--- src/rtl/core/clcd_pkg.sv ---
// Shared types and constants for the character LCD command sequencer.
// No dependencies.
package clcd_pkg;

	localparam int MAX_BLANK_DEF = 16;

	typedef enum logic [3:0] {
		OP_INIT   = 4'd0,
		OP_INS    = 4'd1,
		OP_CHAR   = 4'd2,
		OP_CURSOR = 4'd3,
		OP_CLEAR  = 4'd4,
		OP_DEC    = 4'd5,
		OP_FOUR   = 4'd6,
		OP_BIN    = 4'd7,
		OP_BLANK  = 4'd8,
		OP_GLYPH  = 4'd9
	} op_t;

	localparam logic [1:0] REG_BUS_MODE = 2'd0;
	localparam logic [1:0] REG_DISP_CTL = 2'd1;
	localparam logic [1:0] REG_EN_HIGH  = 2'd2;
	localparam logic [1:0] REG_EN_LOW   = 2'd3;

	localparam logic [7:0] INS_FUNC8   = 8'h38;
	localparam logic [7:0] INS_FUNC4   = 8'h28;
	localparam logic [7:0] INS_HOME    = 8'h02;
	localparam logic [7:0] INS_CLEAR   = 8'h01;
	localparam logic [7:0] INS_ENTRY   = 8'h06;
	localparam logic [7:0] INS_DDRAM   = 8'h80;
	localparam logic [7:0] INS_LINE1   = 8'hC0;
	localparam logic [7:0] INS_CGRAM   = 8'h40;
	localparam logic [7:0] CHAR_ZERO   = 8'h30;
	localparam logic [7:0] CHAR_MINUS  = 8'h2D;
	localparam logic [7:0] CHAR_SPACE  = 8'h20;

	typedef struct packed {
		logic [3:0]  op;
		logic [7:0]  byte_value;
		logic signed [31:0] number;
		logic        line;
		logic [5:0]  column;
		logic [4:0]  blank_count;
		logic [63:0] glyph_rows;
	} cmd_t;

	typedef struct packed {
		logic       reg_select;
		logic [7:0] bus_value;
		logic       last;
	} strobe_t;

	// controller to datapath
	typedef struct packed {
		logic       load;      // capture command magnitude
		logic       div_step;  // divide the magnitude by ten
		logic       emit;      // present a byte
		logic       rs;
		logic [7:0] byte_v;
		logic       lo_nib;    // send low nibble of byte
		logic       last;
	} dp_ctl_t;

	// datapath to controller
	typedef struct packed {
		logic       mag_zero;
		logic [3:0] digit;
	} dp_sts_t;

endpackage

--- src/rtl/core/clcd_ctrl.sv ---
// Controller: sequences bytes of a command, nibble halves, and enable timing.
// Uses clcd_pkg; commands the datapath through dp_ctl_t.
module clcd_ctrl import clcd_pkg::*; #(
	parameter int MAX_BLANK = MAX_BLANK_DEF
) (
	input  logic        clk,
	input  logic        arst_n,
	input  logic        start,
	input  cmd_t        cmd,
	input  logic        bus_mode,
	input  logic [7:0]  display_control,
	input  logic [15:0] enable_high_ticks,
	input  logic [15:0] enable_low_ticks,
	input  dp_sts_t     sts,
	output logic        busy,
	output dp_ctl_t     ctl
);
	localparam int CW = $clog2(MAX_BLANK + 1) > 5 ? $clog2(MAX_BLANK + 1) : 5;

	typedef enum logic [2:0] {S_IDLE, S_DIV, S_SEND, S_HOLD_HI, S_HOLD_LO} state_t;

	state_t      state_q;
	cmd_t        cmd_q;
	logic [5:0]  idx_q;     // byte index within command
	logic [5:0]  nbytes_q;  // total bytes
	logic        half_q;
	logic [16:0] tick_q;
	logic [3:0]  dig_q [10];
	logic [3:0]  ndig_q;
	logic        neg_q;
	logic [CW-1:0] cnt_sat;

	logic [7:0]  cur_byte;
	logic        cur_rs;
	logic [7:0]  cursor_b;
	logic [3:0]  dsel;

	assign cursor_b = cmd_q.line ? 8'(INS_LINE1 + {2'd0, cmd_q.column})
	                             : (INS_DDRAM | {2'd0, cmd_q.column});
	assign cnt_sat = (CW'(cmd.blank_count) > CW'(MAX_BLANK)) ?
		CW'(MAX_BLANK) : CW'(cmd.blank_count);
	assign dsel = 4'(ndig_q - 4'd1 - 4'(idx_q - {5'd0, neg_q}));

	always_comb begin
		cur_rs   = 1'b1;
		cur_byte = '0;
		case (op_t'(cmd_q.op))
			OP_INIT: begin
				cur_rs = 1'b0;
				if (bus_mode) begin
					case (idx_q)
						6'd0: cur_byte = INS_HOME;
						6'd1: cur_byte = INS_FUNC4;
						6'd2: cur_byte = display_control;
						6'd3: cur_byte = INS_CLEAR;
						default: cur_byte = INS_ENTRY;
					endcase
				end else begin
					case (idx_q)
						6'd0: cur_byte = INS_FUNC8;
						6'd1: cur_byte = display_control;
						6'd2: cur_byte = INS_CLEAR;
						default: cur_byte = INS_ENTRY;
					endcase
				end
			end
			OP_INS:    begin cur_rs = 1'b0; cur_byte = cmd_q.byte_value; end
			OP_CHAR:   cur_byte = cmd_q.byte_value;
			OP_CURSOR: begin cur_rs = 1'b0; cur_byte = cursor_b; end
			OP_CLEAR:  begin cur_rs = 1'b0; cur_byte = INS_CLEAR; end
			OP_DEC, OP_FOUR: begin
				if (neg_q && idx_q == 6'd0) cur_byte = CHAR_MINUS;
				else cur_byte = CHAR_ZERO | {4'd0, dig_q[dsel]};
			end
			OP_BIN: cur_byte = CHAR_ZERO | {7'd0, cmd_q.byte_value[3'(3'd7 - idx_q[2:0])]};
			OP_BLANK: begin
				if (idx_q == 6'd0) begin cur_rs = 1'b0; cur_byte = cursor_b; end
				else cur_byte = CHAR_SPACE;
			end
			OP_GLYPH: begin
				if (idx_q == 6'd0) begin
					cur_rs = 1'b0;
					cur_byte = INS_CGRAM | {2'd0, cmd_q.byte_value[2:0], 3'd0};
				end else if (idx_q == 6'd9) begin
					cur_rs = 1'b0;
					cur_byte = INS_DDRAM;
				end else begin
					cur_byte = cmd_q.glyph_rows[8*3'(idx_q[2:0] - 3'd1) +: 8];
				end
			end
			default: ;
		endcase
	end

	assign busy = (state_q != S_IDLE);

	always_comb begin
		ctl        = '0;
		ctl.load   = start && !busy;
		ctl.rs     = cur_rs;
		ctl.byte_v = cur_byte;
		ctl.lo_nib = half_q;
		ctl.last   = (idx_q == 6'(nbytes_q - 6'd1)) && (half_q || !bus_mode);
		if (state_q == S_SEND) ctl.emit = 1'b1;
		// four-digit runs exactly four steps; decimal runs until the magnitude is zero
		if (state_q == S_DIV && ((op_t'(cmd_q.op) == OP_FOUR) ? (ndig_q != 4'd4)
		                                                       : !sts.mag_zero))
			ctl.div_step = 1'b1;
	end

	always_ff @(posedge clk or negedge arst_n) begin
		if (!arst_n) begin
			state_q  <= S_IDLE;
			idx_q    <= '0;
			nbytes_q <= '0;
			half_q   <= 1'b0;
			tick_q   <= '0;
			ndig_q   <= '0;
			neg_q    <= 1'b0;
		end else begin
			case (state_q)
				S_IDLE: if (start) begin
					idx_q  <= '0;
					half_q <= 1'b0;
					ndig_q <= '0;
					neg_q  <= 1'b0;
					state_q <= S_SEND;
					case (op_t'(cmd.op))
						OP_INIT:   nbytes_q <= bus_mode ? 6'd5 : 6'd4;
						OP_INS, OP_CHAR, OP_CURSOR, OP_CLEAR: nbytes_q <= 6'd1;
						OP_DEC: begin
							neg_q <= cmd.number[31];
							state_q <= S_DIV;
						end
						OP_FOUR: state_q <= S_DIV;
						OP_BIN:   nbytes_q <= 6'd8;
						OP_BLANK: nbytes_q <= 6'(cnt_sat) + 6'd1;
						OP_GLYPH: nbytes_q <= 6'd10;
						default:  state_q <= S_IDLE;
					endcase
				end
				S_DIV: begin
					if (ctl.div_step) ndig_q <= ndig_q + 4'd1;
					else begin
						state_q <= S_SEND;
						// zero prints a single '0'
						if (ndig_q == 4'd0) begin
							ndig_q   <= 4'd1;
							nbytes_q <= 6'd1;
						end else begin
							nbytes_q <= 6'(ndig_q) + {5'd0, neg_q};
						end
					end
				end
				S_SEND: begin
					state_q <= S_HOLD_HI;
					tick_q  <= {1'b0, enable_high_ticks};
				end
				S_HOLD_HI: begin
					if (tick_q <= 17'd1) begin
						state_q <= S_HOLD_LO;
						tick_q  <= {1'b0, enable_low_ticks};
					end else tick_q <= tick_q - 17'd1;
				end
				S_HOLD_LO: begin
					if (tick_q <= 17'd1) begin
						if (bus_mode && !half_q) begin
							half_q  <= 1'b1;
							state_q <= S_SEND;
						end else begin
							half_q <= 1'b0;
							if (idx_q == 6'(nbytes_q - 6'd1)) state_q <= S_IDLE;
							else begin
								idx_q   <= idx_q + 6'd1;
								state_q <= S_SEND;
							end
						end
					end else tick_q <= tick_q - 17'd1;
				end
				default: state_q <= S_IDLE;
			endcase
		end
	end

	// digits stack up ones first
	always_ff @(posedge clk) begin
		if (ctl.div_step) dig_q[ndig_q] <= sts.digit;
		else if (state_q == S_DIV && ndig_q == 4'd0) dig_q[0] <= 4'd0;
	end

	always_ff @(posedge clk) begin
		if (start && !busy) cmd_q <= cmd;
	end
endmodule

--- config.mk ---
export PLATFORM = sky130hd
export DESIGN_NAME = clcd_ctrl
export DESIGN_NICKNAME = d
export VERILOG_FILES = /design/src/rtl/core/clcd_pkg.sv /design/src/rtl/core/clcd_ctrl.sv
export SDC_FILE = /design/constraint.sdc
export NUM_CORES = 1
export LEC_CHECK = 0
export BUFFER_PORTS_ARGS = -buffer_cell sky130_fd_sc_hd__buf_2
export CORE_UTILIZATION = 37
export DETAILED_ROUTE_END_ITERATION = 10
export PLACE_DENSITY = 0.72
export SLEW_MARGIN = 20
export SYNTH_ARGS = -nofsm -noshare
export SYNTH_HDL_FRONTEND = slang
export SYNTH_SLANG_ARGS = --single-unit
export TNS_END_PERCENT = 30
--- constraint.sdc ---
create_clock -name clk -period 6.2 [get_ports clk]
set_input_delay 1.24 -clock clk [delete_from_list [all_inputs] [get_ports clk]]
set_output_delay 1.24 -clock clk [all_outputs]
set_load 0.005 [all_outputs]
==> summary.json, run 1 <==
{
  "setup_viol": 0,
  "timing.critical_path.to_type": "output port",
  "outcome": "finished with violations",
  "asyncSetResetFlopFracSynth_pct": 23.6,
  "num_rows": 54,
  "largest_vdd_supply_drop_v": 0.000272,
  "grt-ovfl-total": 0,
  "final_design_area_no_fill_mm2": 0.0100,
  "finalWeightedCongestion": 0.869,
  "number_of_distinct_library_cells_after_synthesis": 65,
  "crit_required_ns": 4.96,
  "postCtsSetupRepairBufs": 0,
  "cts_sinks": 161,
  "timing_hold_violations_final": 0,
  "timing.critical_path.arrival_ns": 3.60,
  "failed_checks": "DRC",
  "worstReg2RegStart": "tick_q[4]",
  "vias": 6215,
  "drt-pass1-iter-count": 8,
  "initial_standard_cell_utilization_of_the_core_pct": 38.1,
  "synth_seq_cells": 161,
  "drtAntennaViolNets": 0,
  "final.period_utilization_pct": 78.0,
  "synth_edf_count": 123,
  "combPwrFrac_pct": 28.2,
  "clk_root_buffer_cell": "sky130_fd_sc_hd__clkbuf_16",
  "buffers_from_clock_root_to_sink_at_most": 2,
  "fmaxAchievable_mhz": 207,
  "slowest_stage": "sky130_fd_sc_hd__ha_1",
  "layoutNonFillerInstCount": 1126,
  "io_buffer_count": 152,
  "cts.hold.buffers_added": 0,
  "fin_tns_setup_ns": 0,
  "pre_cts_ws_ns": 1.74,
  "layout.filler_cells": 2003,
  "top_ff_cell_synth": "sky130_fd_sc_hd__edfxtp_1",
  "die_w_um": 153,
  "antenna_found_initial": 2,
  "crit_buf_inv": 2,
  "clock_tree_skew_after_final_layout_ns": 0.00863,
  "syn_area_per_cell_um2": 12.1,
  "report.power.total_w": 0.00345,
  "grt_resource_usage_total_pct": 17.5,
  "grt_setup_unrepaired": "false",
  "synth_fp_nets": 883,
  "power.share.clock_pct": 31.4,
  "power_frac_seq_pct": 40.4,
  "crit_path_start_kind": "register",
  "tritoncts": "yes",
  "ys.warnings.count": 0,
  "syn_inst": 694,
  "sw_frac_of_total_pct": 32.4,
  "dp.final_hpwl_um": 14600,
  "power_per_cell_area_mw_per_mm2": 345,
  "detail_route.iter0.violations": 543,
  "timing_worst_slew_pin_value_ns": 0.975,
  "synth.cell_area_mm2": 0.00840,
  "fin_nets": 1020,
  "power.switching_w": 0.00112,
  "routed_wire_length_per_instance_um": 17.8,
  "sequential_to_total_area_share_from_yosys_stat_pct": 55.3,
  "number_of_resized_instances_in_the_post_cts_repair_step": 0,
  "worst-setup-path-type": "register to output port",
  "drt_wl_total_um": 20100,
  "ctsHtreeMaxLevel": 4,
  "grt_pass1_vias": 6062,
  "maximum_cell_stage_delay_along_the_critical_path_ns": 0.84,
  "slew_viol_final": 0,
  "layout_setup_ws_ns": 1.36,
  "dpl.cell_count": 1092,
  "worstPathMaxFanout": 17,
  "static-leakage-power_nw": 3.82,
  "layout-drive-gt1-share_pct": 27.7,
  "chipHeight_um": 153,
  "timing.final.crit_period_ns": 4.84,
  "startpoint": "idx_q[0]",
  "path_clk_slew_ns": 0.07,
  "fp.dieArea_mm2": 0.0233,
  "grt_first_pass_wirelength_um": 32000,
  "cp_top_family": "adder cells",
  "internal_power_w": 0.00233,
  "tritoncts.num_buffers": 17,
  "post_dp_cell_area_mm2": 0.00938,
  "relSlewSlack_pct": 34.4,
  "avgViaCountPerCell": 5.52,
  "floorplan.core_area_mm2": 0.0220,
  "worst_skew_pair.late_latency_ns": 0.43,
  "pin_count_of_the_biggest_net_entering_global_routing": 77,
  "worst_path_cell_chain": "inv_1 -> ha_1 -> mux4_2 -> mux2_2 -> a22o_1 -> a221oi_1 -> nand2_1 -> buf_2",
  "hold_path_class": "register to register",
  "max_cap_violations": 0,
  "post_synthesis_to_final_layout_area_growth_pct": 19.1,
  "num_io_pins": 184,
  "route.detailed.drc": 3,
  "hold_path_startpoint": "tick_q[12]"
}
## area by class of cell
class	count	area, um^2	area share, %
flip-flops and latches	161	4640	46.5
well taps	280	350	3.50
diodes	2	5.00	0.0501
inverters	22	82.6	0.826
repair buffers	158	806	8.06
clock inverters	15	188	1.88
clock buffers	17	425	4.25
multi-input cells	471	3500	35.0
## stage by stage
step / hold slack [ns] / util (%)
2_1_floorplan: 0.455 / -
3_3_place_gp: 0.478 / 42.6
3_5_place_dp: 0.482 / 42.6
4_1_cts: 0.499 / 45.4
5_1_grt: 0.541 / 45.4
6_report: 0.502 / 45.4
## power groups by stage
stage	clock, W	combinational, W	sequential, W
final	0.00108	0.000973	0.00139
after global routing	0.00114	0.00109	0.00141
after CTS	0.00110	0.000984	0.00139
after detailed placement	0	0.000979	0.00141
after global placement	0	0.000955	0.00141
after floorplan	0	0.000771	0.00136
## routing by layer
layer,up-vias,track usage (%),part of all wire [%]
met2,244,29.6,50
met5,-,0,0
li1,2955,-,-
met1,3000,22.4,42
met4,0,4.62,1.1
met3,16,4.47,6.1
## worst min-delay path: cells and delay by family (launching register included)
kind / cells / cell delay, ns
AOI/OAI and AO/OA: 1 / 0.06
and+or+nand+nor: 1 / 0.05
DFF: 1 / 0.35
## cells by family after synthesis
kind of cell | synth area share (%)
and+or+nand+nor | 12.0
DFF | 55.3
xor gates and xnor gates | 1.77
adders and majority gates | 3.16
buffers and inverters | 3.17
muxes | 9.92
AOI/OAI and AO/OA | 14.7
## sequential cells by signal, indices dropped and copies added, names as in the netlist
signal,flops
nbytes_q,6
neg_q,1
tick_q,17
state_q,3
cmd_q,83
half_q,1
dig_q,40
idx_q,6
ndig_q,4
## path summary, 6_finish.rpt
kind | cells after the start | slack, ns | to
max | 8 | 1.36 | ctl[3]
min | 2 | 0.50 | tick_q[12]
max reg2reg | 7 | 3.33 | tick_q[0]
min reg2reg | 2 | 0.50 | tick_q[12]
max in group asynchronous | 1 | 4.67 | tick_q[5]
min in group asynchronous | 1 | 0.95 | tick_q[15]
## placed cells by master, fill, tap and decap left out, types with 5 or more instances in the layout
master                      count
sky130_fd_sc_hd__a211oi_1       5
sky130_fd_sc_hd__a21o_1         6
sky130_fd_sc_hd__a21oi_1       43
sky130_fd_sc_hd__a221oi_1      13
sky130_fd_sc_hd__a22o_1         7
sky130_fd_sc_hd__a31oi_1        7
sky130_fd_sc_hd__a32oi_1        7
sky130_fd_sc_hd__and2_1         8
sky130_fd_sc_hd__and3_1        10
sky130_fd_sc_hd__buf_2        152
sky130_fd_sc_hd__buf_4          6
sky130_fd_sc_hd__clkbuf_16     17
sky130_fd_sc_hd__dfrtp_1       38
sky130_fd_sc_hd__edfxtp_1     123
sky130_fd_sc_hd__ha_1          18
sky130_fd_sc_hd__inv_1         22
sky130_fd_sc_hd__inv_8          5
sky130_fd_sc_hd__mux2_2         6
sky130_fd_sc_hd__mux2i_1       18
sky130_fd_sc_hd__mux4_2        26
sky130_fd_sc_hd__nand2_1       40
sky130_fd_sc_hd__nand2b_1       5
sky130_fd_sc_hd__nand3_1       11
sky130_fd_sc_hd__nor2_1        54
sky130_fd_sc_hd__nor2b_1       19
sky130_fd_sc_hd__nor3_1        18
sky130_fd_sc_hd__nor4_1         8
sky130_fd_sc_hd__o211ai_1       7
sky130_fd_sc_hd__o21ai_0       48
sky130_fd_sc_hd__o21ai_1        9
sky130_fd_sc_hd__or3_1          5
sky130_fd_sc_hd__xnor2_1       10
sky130_fd_sc_hd__xor2_1         7
## synth_stat cells, types with 8 or more instances
cell type / number / area [um^2]
sky130_fd_sc_hd__a221oi_1: 13 / 114
sky130_fd_sc_hd__clkbuf_1: 24 / 90.1
sky130_fd_sc_hd__buf_2: 12 / 60.1
sky130_fd_sc_hd__dfrtp_1: 38 / 951
sky130_fd_sc_hd__inv_1: 22 / 82.6
sky130_fd_sc_hd__o21ai_0: 48 / 240
sky130_fd_sc_hd__nand3_1: 11 / 55.1
sky130_fd_sc_hd__xnor2_1: 10 / 87.6
sky130_fd_sc_hd__nor3_1: 18 / 90.1
sky130_fd_sc_hd__nor2b_1: 19 / 119
sky130_fd_sc_hd__nand2_1: 40 / 150
sky130_fd_sc_hd__and2_1: 8 / 50.1
sky130_fd_sc_hd__mux2i_1: 18 / 180
sky130_fd_sc_hd__and3_1: 10 / 62.6
sky130_fd_sc_hd__nor4_1: 8 / 50.1
sky130_fd_sc_hd__ha_1: 18 / 225
sky130_fd_sc_hd__o21ai_1: 9 / 45.0
sky130_fd_sc_hd__a21oi_1: 43 / 215
sky130_fd_sc_hd__edfxtp_1: 123 / 3690
sky130_fd_sc_hd__mux4_2: 26 / 586
sky130_fd_sc_hd__nor2_1: 56 / 210
No activity file was read; power rests on OpenSTA's default activity.
==> run 2, diff against run 1 <==
--- a/config.mk
+++ b/config.mk
@@ -8,7 +8,7 @@
 export BUFFER_PORTS_ARGS = -buffer_cell sky130_fd_sc_hd__buf_2
 export CORE_UTILIZATION = 37
 export DETAILED_ROUTE_END_ITERATION = 10
-export PLACE_DENSITY = 0.72
+export PLACE_DENSITY = 0.7
 export SLEW_MARGIN = 20
 export SYNTH_ARGS = -nofsm -noshare
 export SYNTH_HDL_FRONTEND = slang
==> constraint.sdc (replaced) <==
create_clock -name clk -period 4.85 [get_ports clk]
set_input_delay 0.97 -clock clk [delete_from_list [all_inputs] [get_ports clk]]
set_output_delay 0.97 -clock clk [all_outputs]
set_load 0.005 [all_outputs]
==> run 2 against run 1 <==
Compared with the run above: the run still ends with DRC left; clock-buffer cell count is the same; combinational power grew 28%; via count shrank 0.92%; power grew 28%; critical path depth is the same; flip-flop and latch count is the same; non-clock buffer count grew 4; sequential share of layout area shrank 0.058 points; die area is the same; clock skew grew 0.0017 ns; utilization grew 0.057 points; wire length grew 1.9%; largest power group unchanged; highest routed layer unchanged.
==> summary.json, run 2 (same netlist as run 1, synthesis figures left out) <==
{
  "drtAntennaViolNets": 0,
  "static-leakage-power_nw": 3.84,
  "maximum_cell_stage_delay_along_the_critical_path_ns": 0.66,
  "post_dp_cell_area_mm2": 0.00941,
  "timing.final.crit_period_ns": 4.39,
  "worst_r2r_dst": "tick_q[0]",
  "finalCoreUtilization_pct": 45.4,
  "grt_first_pass_wirelength_um": 32000,
  "timing_worst_slew_pin_value_ns": 0.987,
  "num_rows": 54,
  "num_io_pins": 184,
  "fp.dieArea_mm2": 0.0233,
  "worst_path_cell_chain": "buf_4 -> ha_1 -> nand3_1 -> and3_1 -> a22o_1 -> a221oi_1 -> nand2_1 -> buf_2",
  "floorplan.core_area_mm2": 0.0220,
  "crit_path_start_kind": "register",
  "worstReg2RegStart": "tick_q[4]",
  "layout-drive-gt1-share_pct": 28.1,
  "worst_skew_pair.late_latency_ns": 0.43,
  "layout_setup_ws_ns": 0.463,
  "route.detailed.drc": 5,
  "die_w_um": 153,
  "pin_count_of_the_biggest_net_entering_global_routing": 64,
  "slowest_stage": "sky130_fd_sc_hd__dfrtp_1",
  "path_clk_slew_ns": 0.07,
  "drt-pass1-iter-count": 8,
  "fmaxAchievable_mhz": 228,
  "hold_path_startpoint": "tick_q[12]",
  "pre_cts_ws_ns": 0.888,
  "routed_wire_length_per_instance_um": 18.1,
  "max_cap_violations": 0,
  "ctsHtreeMaxLevel": 4,
  "worstPathMaxFanout": 19,
  "largest-register": "cmd_q",
  "final.period_utilization_pct": 90.5,
  "dp.final_hpwl_um": 14900,
  "worst-setup-path-type": "register to output port",
  "grt_resource_usage_total_pct": 17.8,
  "initial_standard_cell_utilization_of_the_core_pct": 38.1,
  "slew_viol_final": 0,
  "grt_setup_unrepaired": "false",
  "vias": 6158,
  "antenna_found_initial": 1,
  "largest_register_ff_count": 83,
  "buffers_from_clock_root_to_sink_at_most": 2,
  "timing.critical_path.to_type": "output port",
  "drt_wl_total_um": 20400,
  "worst-path-stages": 8,
  "fin_worst_hold_slack_ns": 0.506,
  "clock_tree_skew_after_final_layout_ns": 0.0103,
  "cts.hold.buffers_added": 0,
  "timing.critical_path.arrival_ns": 3.42,
  "hold_end": "tick_q[12]",
  "postCtsSetupRepairBufs": 0,
  "crit_buf_inv": 2,
  "tritoncts": "yes",
  "largestRegisters": "cmd_q (83), dig_q (40), tick_q (17)",
  "fin_nets": 1024,
  "cp_top_family": "simple AND/OR/NAND/NOR gates",
  "number_of_resized_instances_in_the_post_cts_repair_step": 0,
  "grt_pass1_vias": 6053,
  "avgViaCountPerCell": 5.45,
  "post_synthesis_to_final_layout_area_growth_pct": 19.2,
  "hold_path_class": "register to register",
  "clk_root_buffer_cell": "sky130_fd_sc_hd__clkbuf_16",
  "hold_path_depth": 2,
  "io_buffer_count": 152,
  "failed_checks": "DRC",
  "power_per_cell_area_mw_per_mm2": 440,
  "timing_hold_violations_final": 0,
  "grt-ovfl-total": 0,
  "worst_r2r_path_depth": 7,
  "outcome": "finished with violations",
  "largest_vdd_supply_drop_v": 0.000296,
  "fin_tns_setup_ns": 0,
  "r2r_setup_slk_ns": 2.03,
  "relSlewSlack_pct": 33.9,
  "setup_viol": 0,
  "detail_route.iter0.violations": 574,
  "tritoncts.num_buffers": 17,
  "layout_commonest_cell": "sky130_fd_sc_hd__buf_2",
  "cts_sinks": 161,
  "chipHeight_um": 153,
  "finalWeightedCongestion": 0.851,
  "final_design_area_no_fill_mm2": 0.0100,
  "mostFrequentLayoutCells": "sky130_fd_sc_hd__buf_2 (152), sky130_fd_sc_hd__edfxtp_1 (123), sky130_fd_sc_hd__nor2_1 (54)",
  "crit_required_ns": 3.88
}
-- run 2: where the power goes --
group / internal (W) / total, W / switching [W]
Combinational: 0.000587 / 0.00125 / 0.000663
Clock: 0.000777 / 0.00137 / 0.000594
Sequential: 0.00162 / 0.00178 / 0.000165
-- run 2: metrics by stage --
| step | std cells | total power, W |
|---|---|---|
| CTS | 1128 | 0.00443 |
| global route | 1129 | 0.00465 |
| detailed placement | 1096 | 0.00306 |
| floorplan | 694 | 0.00272 |
| global placement | 1096 | 0.00302 |
| finish | 1129 | 0.00440 |
-- run 2: how the worst max path moves through the flow --
stage / from / endpoint / slack [ns]
after CTS: idx_q[0] / ctl[2] / 0.43
after detailed placement: idx_q[0] / ctl[2] / 0.89
after global placement: idx_q[0] / ctl[2] / 0.90
after global routing: idx_q[0] / ctl[3] / 0.24
after floorplan: start / ctl[13] / 0.48
final: idx_q[0] / ctl[3] / 0.46
-- run 2: final cells by class --
cell class / instances / area (um^2)
fillers: 2024 / 12000
flip-flops and latches: 161 / 4640
multi-input cells: 471 / 3500
repair buffers: 162 / 836
clock buffers: 17 / 425
well taps: 280 / 350
clock inverters: 15 / 173
inverters: 22 / 82.6
diodes: 1 / 2.50
-- run 2: layer usage --
metal / GRT usage, % / share of wire [%] / up-vias
li1: - / - / 2952
met4: 3.90 / 0.95 / 0
met3: 4.55 / 6.4 / 16
met1: 23.1 / 43 / 2969
met2: 29.9 / 49 / 221
met5: 0 / 0 / -
-- run 2: worst register-to-register path, delay by kind of cell, from the launching register on --
family | cells | cell delay [ns]
simple gates | 4 | 1.63
flops | 1 | 0.45
compound gates | 3 | 0.66
==> run 3, diff against run 2 <==
--- a/config.mk
+++ b/config.mk
@@ -6,9 +6,9 @@
 export NUM_CORES = 1
 export LEC_CHECK = 0
 export BUFFER_PORTS_ARGS = -buffer_cell sky130_fd_sc_hd__buf_2
-export CORE_UTILIZATION = 37
+export CORE_UTILIZATION = 55
 export DETAILED_ROUTE_END_ITERATION = 10
-export PLACE_DENSITY = 0.7
+export PLACE_DENSITY = 0.93
 export SLEW_MARGIN = 20
 export SYNTH_ARGS = -nofsm -noshare
 export SYNTH_HDL_FRONTEND = slang
==> run 3 against run 2 <==
Compared with the run above: the run still ends with DRC left; critical endpoint is now ctl[4]; via count rose by 6.4%; clock power increased by 7%; worst setup slack got worse by 0.019 ns; hold slack improved by 0.00098 ns; largest power group unchanged; final cell count fell by 8.8%; non-clock buffer count decreased by 1.
==> summary.json, run 3 (same netlist as run 1, synthesis figures left out) <==
{
  "grt-ovfl-total": 0,
  "fmaxAchievable_mhz": 227,
  "largest_vdd_supply_drop_v": 0.000340,
  "hold_path_depth": 2,
  "fp.dieArea_mm2": 0.0158,
  "fin_tns_setup_ns": 0,
  "buffers_from_clock_root_to_sink_at_most": 2,
  "largestRegisters": "cmd_q (83), dig_q (40), tick_q (17)",
  "timing.critical_path.arrival_ns": 3.44,
  "grt_first_pass_wirelength_um": 33000,
  "num_rows": 44,
  "worstPathMaxFanout": 8,
  "hold_end": "tick_q[7]",
  "dp.final_hpwl_um": 14500,
  "outcome": "finished with violations",
  "route.detailed.drc": 4,
  "die_w_um": 126,
  "maximum_cell_stage_delay_along_the_critical_path_ns": 0.61,
  "number_of_resized_instances_in_the_post_cts_repair_step": 0,
  "worst_r2r_dst": "dig_q[1][0]",
  "tritoncts": "yes",
  "crit_path_start_kind": "register",
  "layout_commonest_cell": "sky130_fd_sc_hd__buf_2",
  "slowest_stage": "sky130_fd_sc_hd__fa_1",
  "post_synthesis_to_final_layout_area_growth_pct": 18.1,
  "setup_viol": 0,
  "final.period_utilization_pct": 90.8,
  "worst-setup-path-type": "register to output port",
  "fin_worst_hold_slack_ns": 0.507,
  "grt_pass1_vias": 6537,
  "routed_wire_length_per_instance_um": 20.5,
  "failed_checks": "DRC",
  "ctsHtreeMaxLevel": 4,
  "grt_setup_unrepaired": "false",
  "path_clk_slew_ns": 0.07,
  "worstReg2RegStart": "cmd_q[117]",
  "floorplan.core_area_mm2": 0.0147,
  "postCtsSetupRepairBufs": 0,
  "antennaDiodeCount": 0,
  "layout-drive-gt1-share_pct": 27.7,
  "initial_standard_cell_utilization_of_the_core_pct": 57.1,
  "dpl.cell_count": 999,
  "cts_sinks": 161,
  "chipHeight_um": 126,
  "mostFrequentLayoutCells": "sky130_fd_sc_hd__buf_2 (152), sky130_fd_sc_hd__edfxtp_1 (123), sky130_fd_sc_hd__nor2_1 (54)",
  "worst_skew_pair.late_latency_ns": 0.44,
  "cts.hold.buffers_added": 0,
  "static-leakage-power_nw": 3.83,
  "largest_register_ff_count": 83,
  "pin_count_of_the_biggest_net_entering_global_routing": 90,
  "hold_path_startpoint": "tick_q[7]",
  "max_cap_violations": 0,
  "drt-pass1-iter-count": 8,
  "num_io_pins": 184,
  "fin_nets": 1023,
  "tritoncts.num_buffers": 17,
  "layoutNonFillerInstCount": 1030,
  "clock_tree_skew_after_final_layout_ns": 0.00881,
  "relSlewSlack_pct": 29.5,
  "io_buffer_count": 152,
  "slew_viol_final": 0,
  "timing_worst_slew_pin_value_ns": 1.06,
  "crit_required_ns": 3.88,
  "finalWeightedCongestion": 0.877,
  "drtAntennaViolNets": 0,
  "timing.critical_path.to_type": "output port",
  "power_per_cell_area_mw_per_mm2": 458,
  "hold_path_class": "register to register",
  "timing_hold_violations_final": 0,
  "antenna_found_initial": 0,
  "clk_root_buffer_cell": "sky130_fd_sc_hd__clkbuf_16",
  "largest-register": "cmd_q",
  "detail_route.iter0.violations": 689,
  "grt_resource_usage_total_pct": 27.8,
  "worst_r2r_path_depth": 5,
  "vias": 6551,
  "worst_path_cell_chain": "inv_1 -> fa_1 -> inv_1 -> fa_1 -> mux4_2 -> mux2i_1 -> mux2i_1 -> o21ai_0 -> o311ai_0 -> buf_2",
  "drt_wl_total_um": 21100,
  "timing.final.crit_period_ns": 4.41,
  "r2r_setup_slk_ns": 1.92,
  "avgViaCountPerCell": 6.36
}
run 3: changes by cell type in the layout (fill, tap and decap cells not counted):
| cell | change |
|---|---|
| sky130_fd_sc_hd__diode_2 | -1 |
| sky130_fd_sc_hd__buf_4 | -1 |
| sky130_fd_sc_hd__clkinv_2 | -2 |
| sky130_fd_sc_hd__clkinvlp_4 | +3 |
| sky130_fd_sc_hd__inv_6 | -4 |
| sky130_fd_sc_hd__bufinv_16 | +3 |
| sky130_fd_sc_hd__clkinv_1 | +1 |
| sky130_fd_sc_hd__inv_8 | -3 |
| sky130_fd_sc_hd__clkbuf_1 | +1 |
run 3: routing by layer:
layer / part of all wire, % / global-route usage [%] / vias up
met1: 36 / 31.6 / 3102
met2: 52 / 49.6 / 438
met3: 8.8 / 6.89 / 65
li1: - / - / 2946
met5: 0 / 0 / -
met4: 3.2 / 11.8 / 0
run 3: cell type report:
cell class | count | area [um^2]
Multi-Input combinational cell | 471 | 3500
Clock buffer | 18 | 429
Sequential cell | 161 | 4640
Clock inverter | 13 | 210
Fill cell | 978 | 4780
Tap cell | 184 | 230
Timing Repair Buffer | 161 | 828
Inverter | 22 | 82.6
run 3: through the flow:
stage / setup slack [ns] / power, W / area, um^2 / util [%]
after global routing: 0.221 / 0.00474 / 9920 / 67.5
after CTS: 0.448 / 0.00453 / 9920 / 67.5
after global placement: 1.09 / 0.00300 / 9280 / 63.1
after detailed placement: 0.984 / 0.00307 / 9280 / 63.1
after floorplan: 0.479 / 0.00272 / 8400 / -
final: 0.444 / 0.00454 / 9920 / 67.5
run 3: power breakdown:
group | internal, W | switching (W)
registers | 0.00162 | 0.000166
logic | 0.000590 | 0.000710
clock network | 0.000911 | 0.000546
total | 0.00312 | 0.00142
run 3: worst max-delay path by stage:
stage | startpoint | to | slack, ns | cells past startpoint
global route | ndig_q[0] | ctl[4] | 0.22 | 10
CTS | ndig_q[0] | ctl[3] | 0.45 | 10
global placement | ndig_q[0] | ctl[4] | 1.09 | 10
floorplan | start | ctl[13] | 0.48 | 2
finish | ndig_q[0] | ctl[4] | 0.44 | 10
detailed placement | ndig_q[0] | ctl[3] | 0.98 | 10
run 3: worst max-delay path: cells and delay by family, from the launching register on:
kind | cells | cell delay [ns]
flops | 1 | 0.46
buf+inv | 3 | 0.48
mux | 3 | 0.64
compound gates | 2 | 0.36
fa+ha+maj | 2 | 1.05
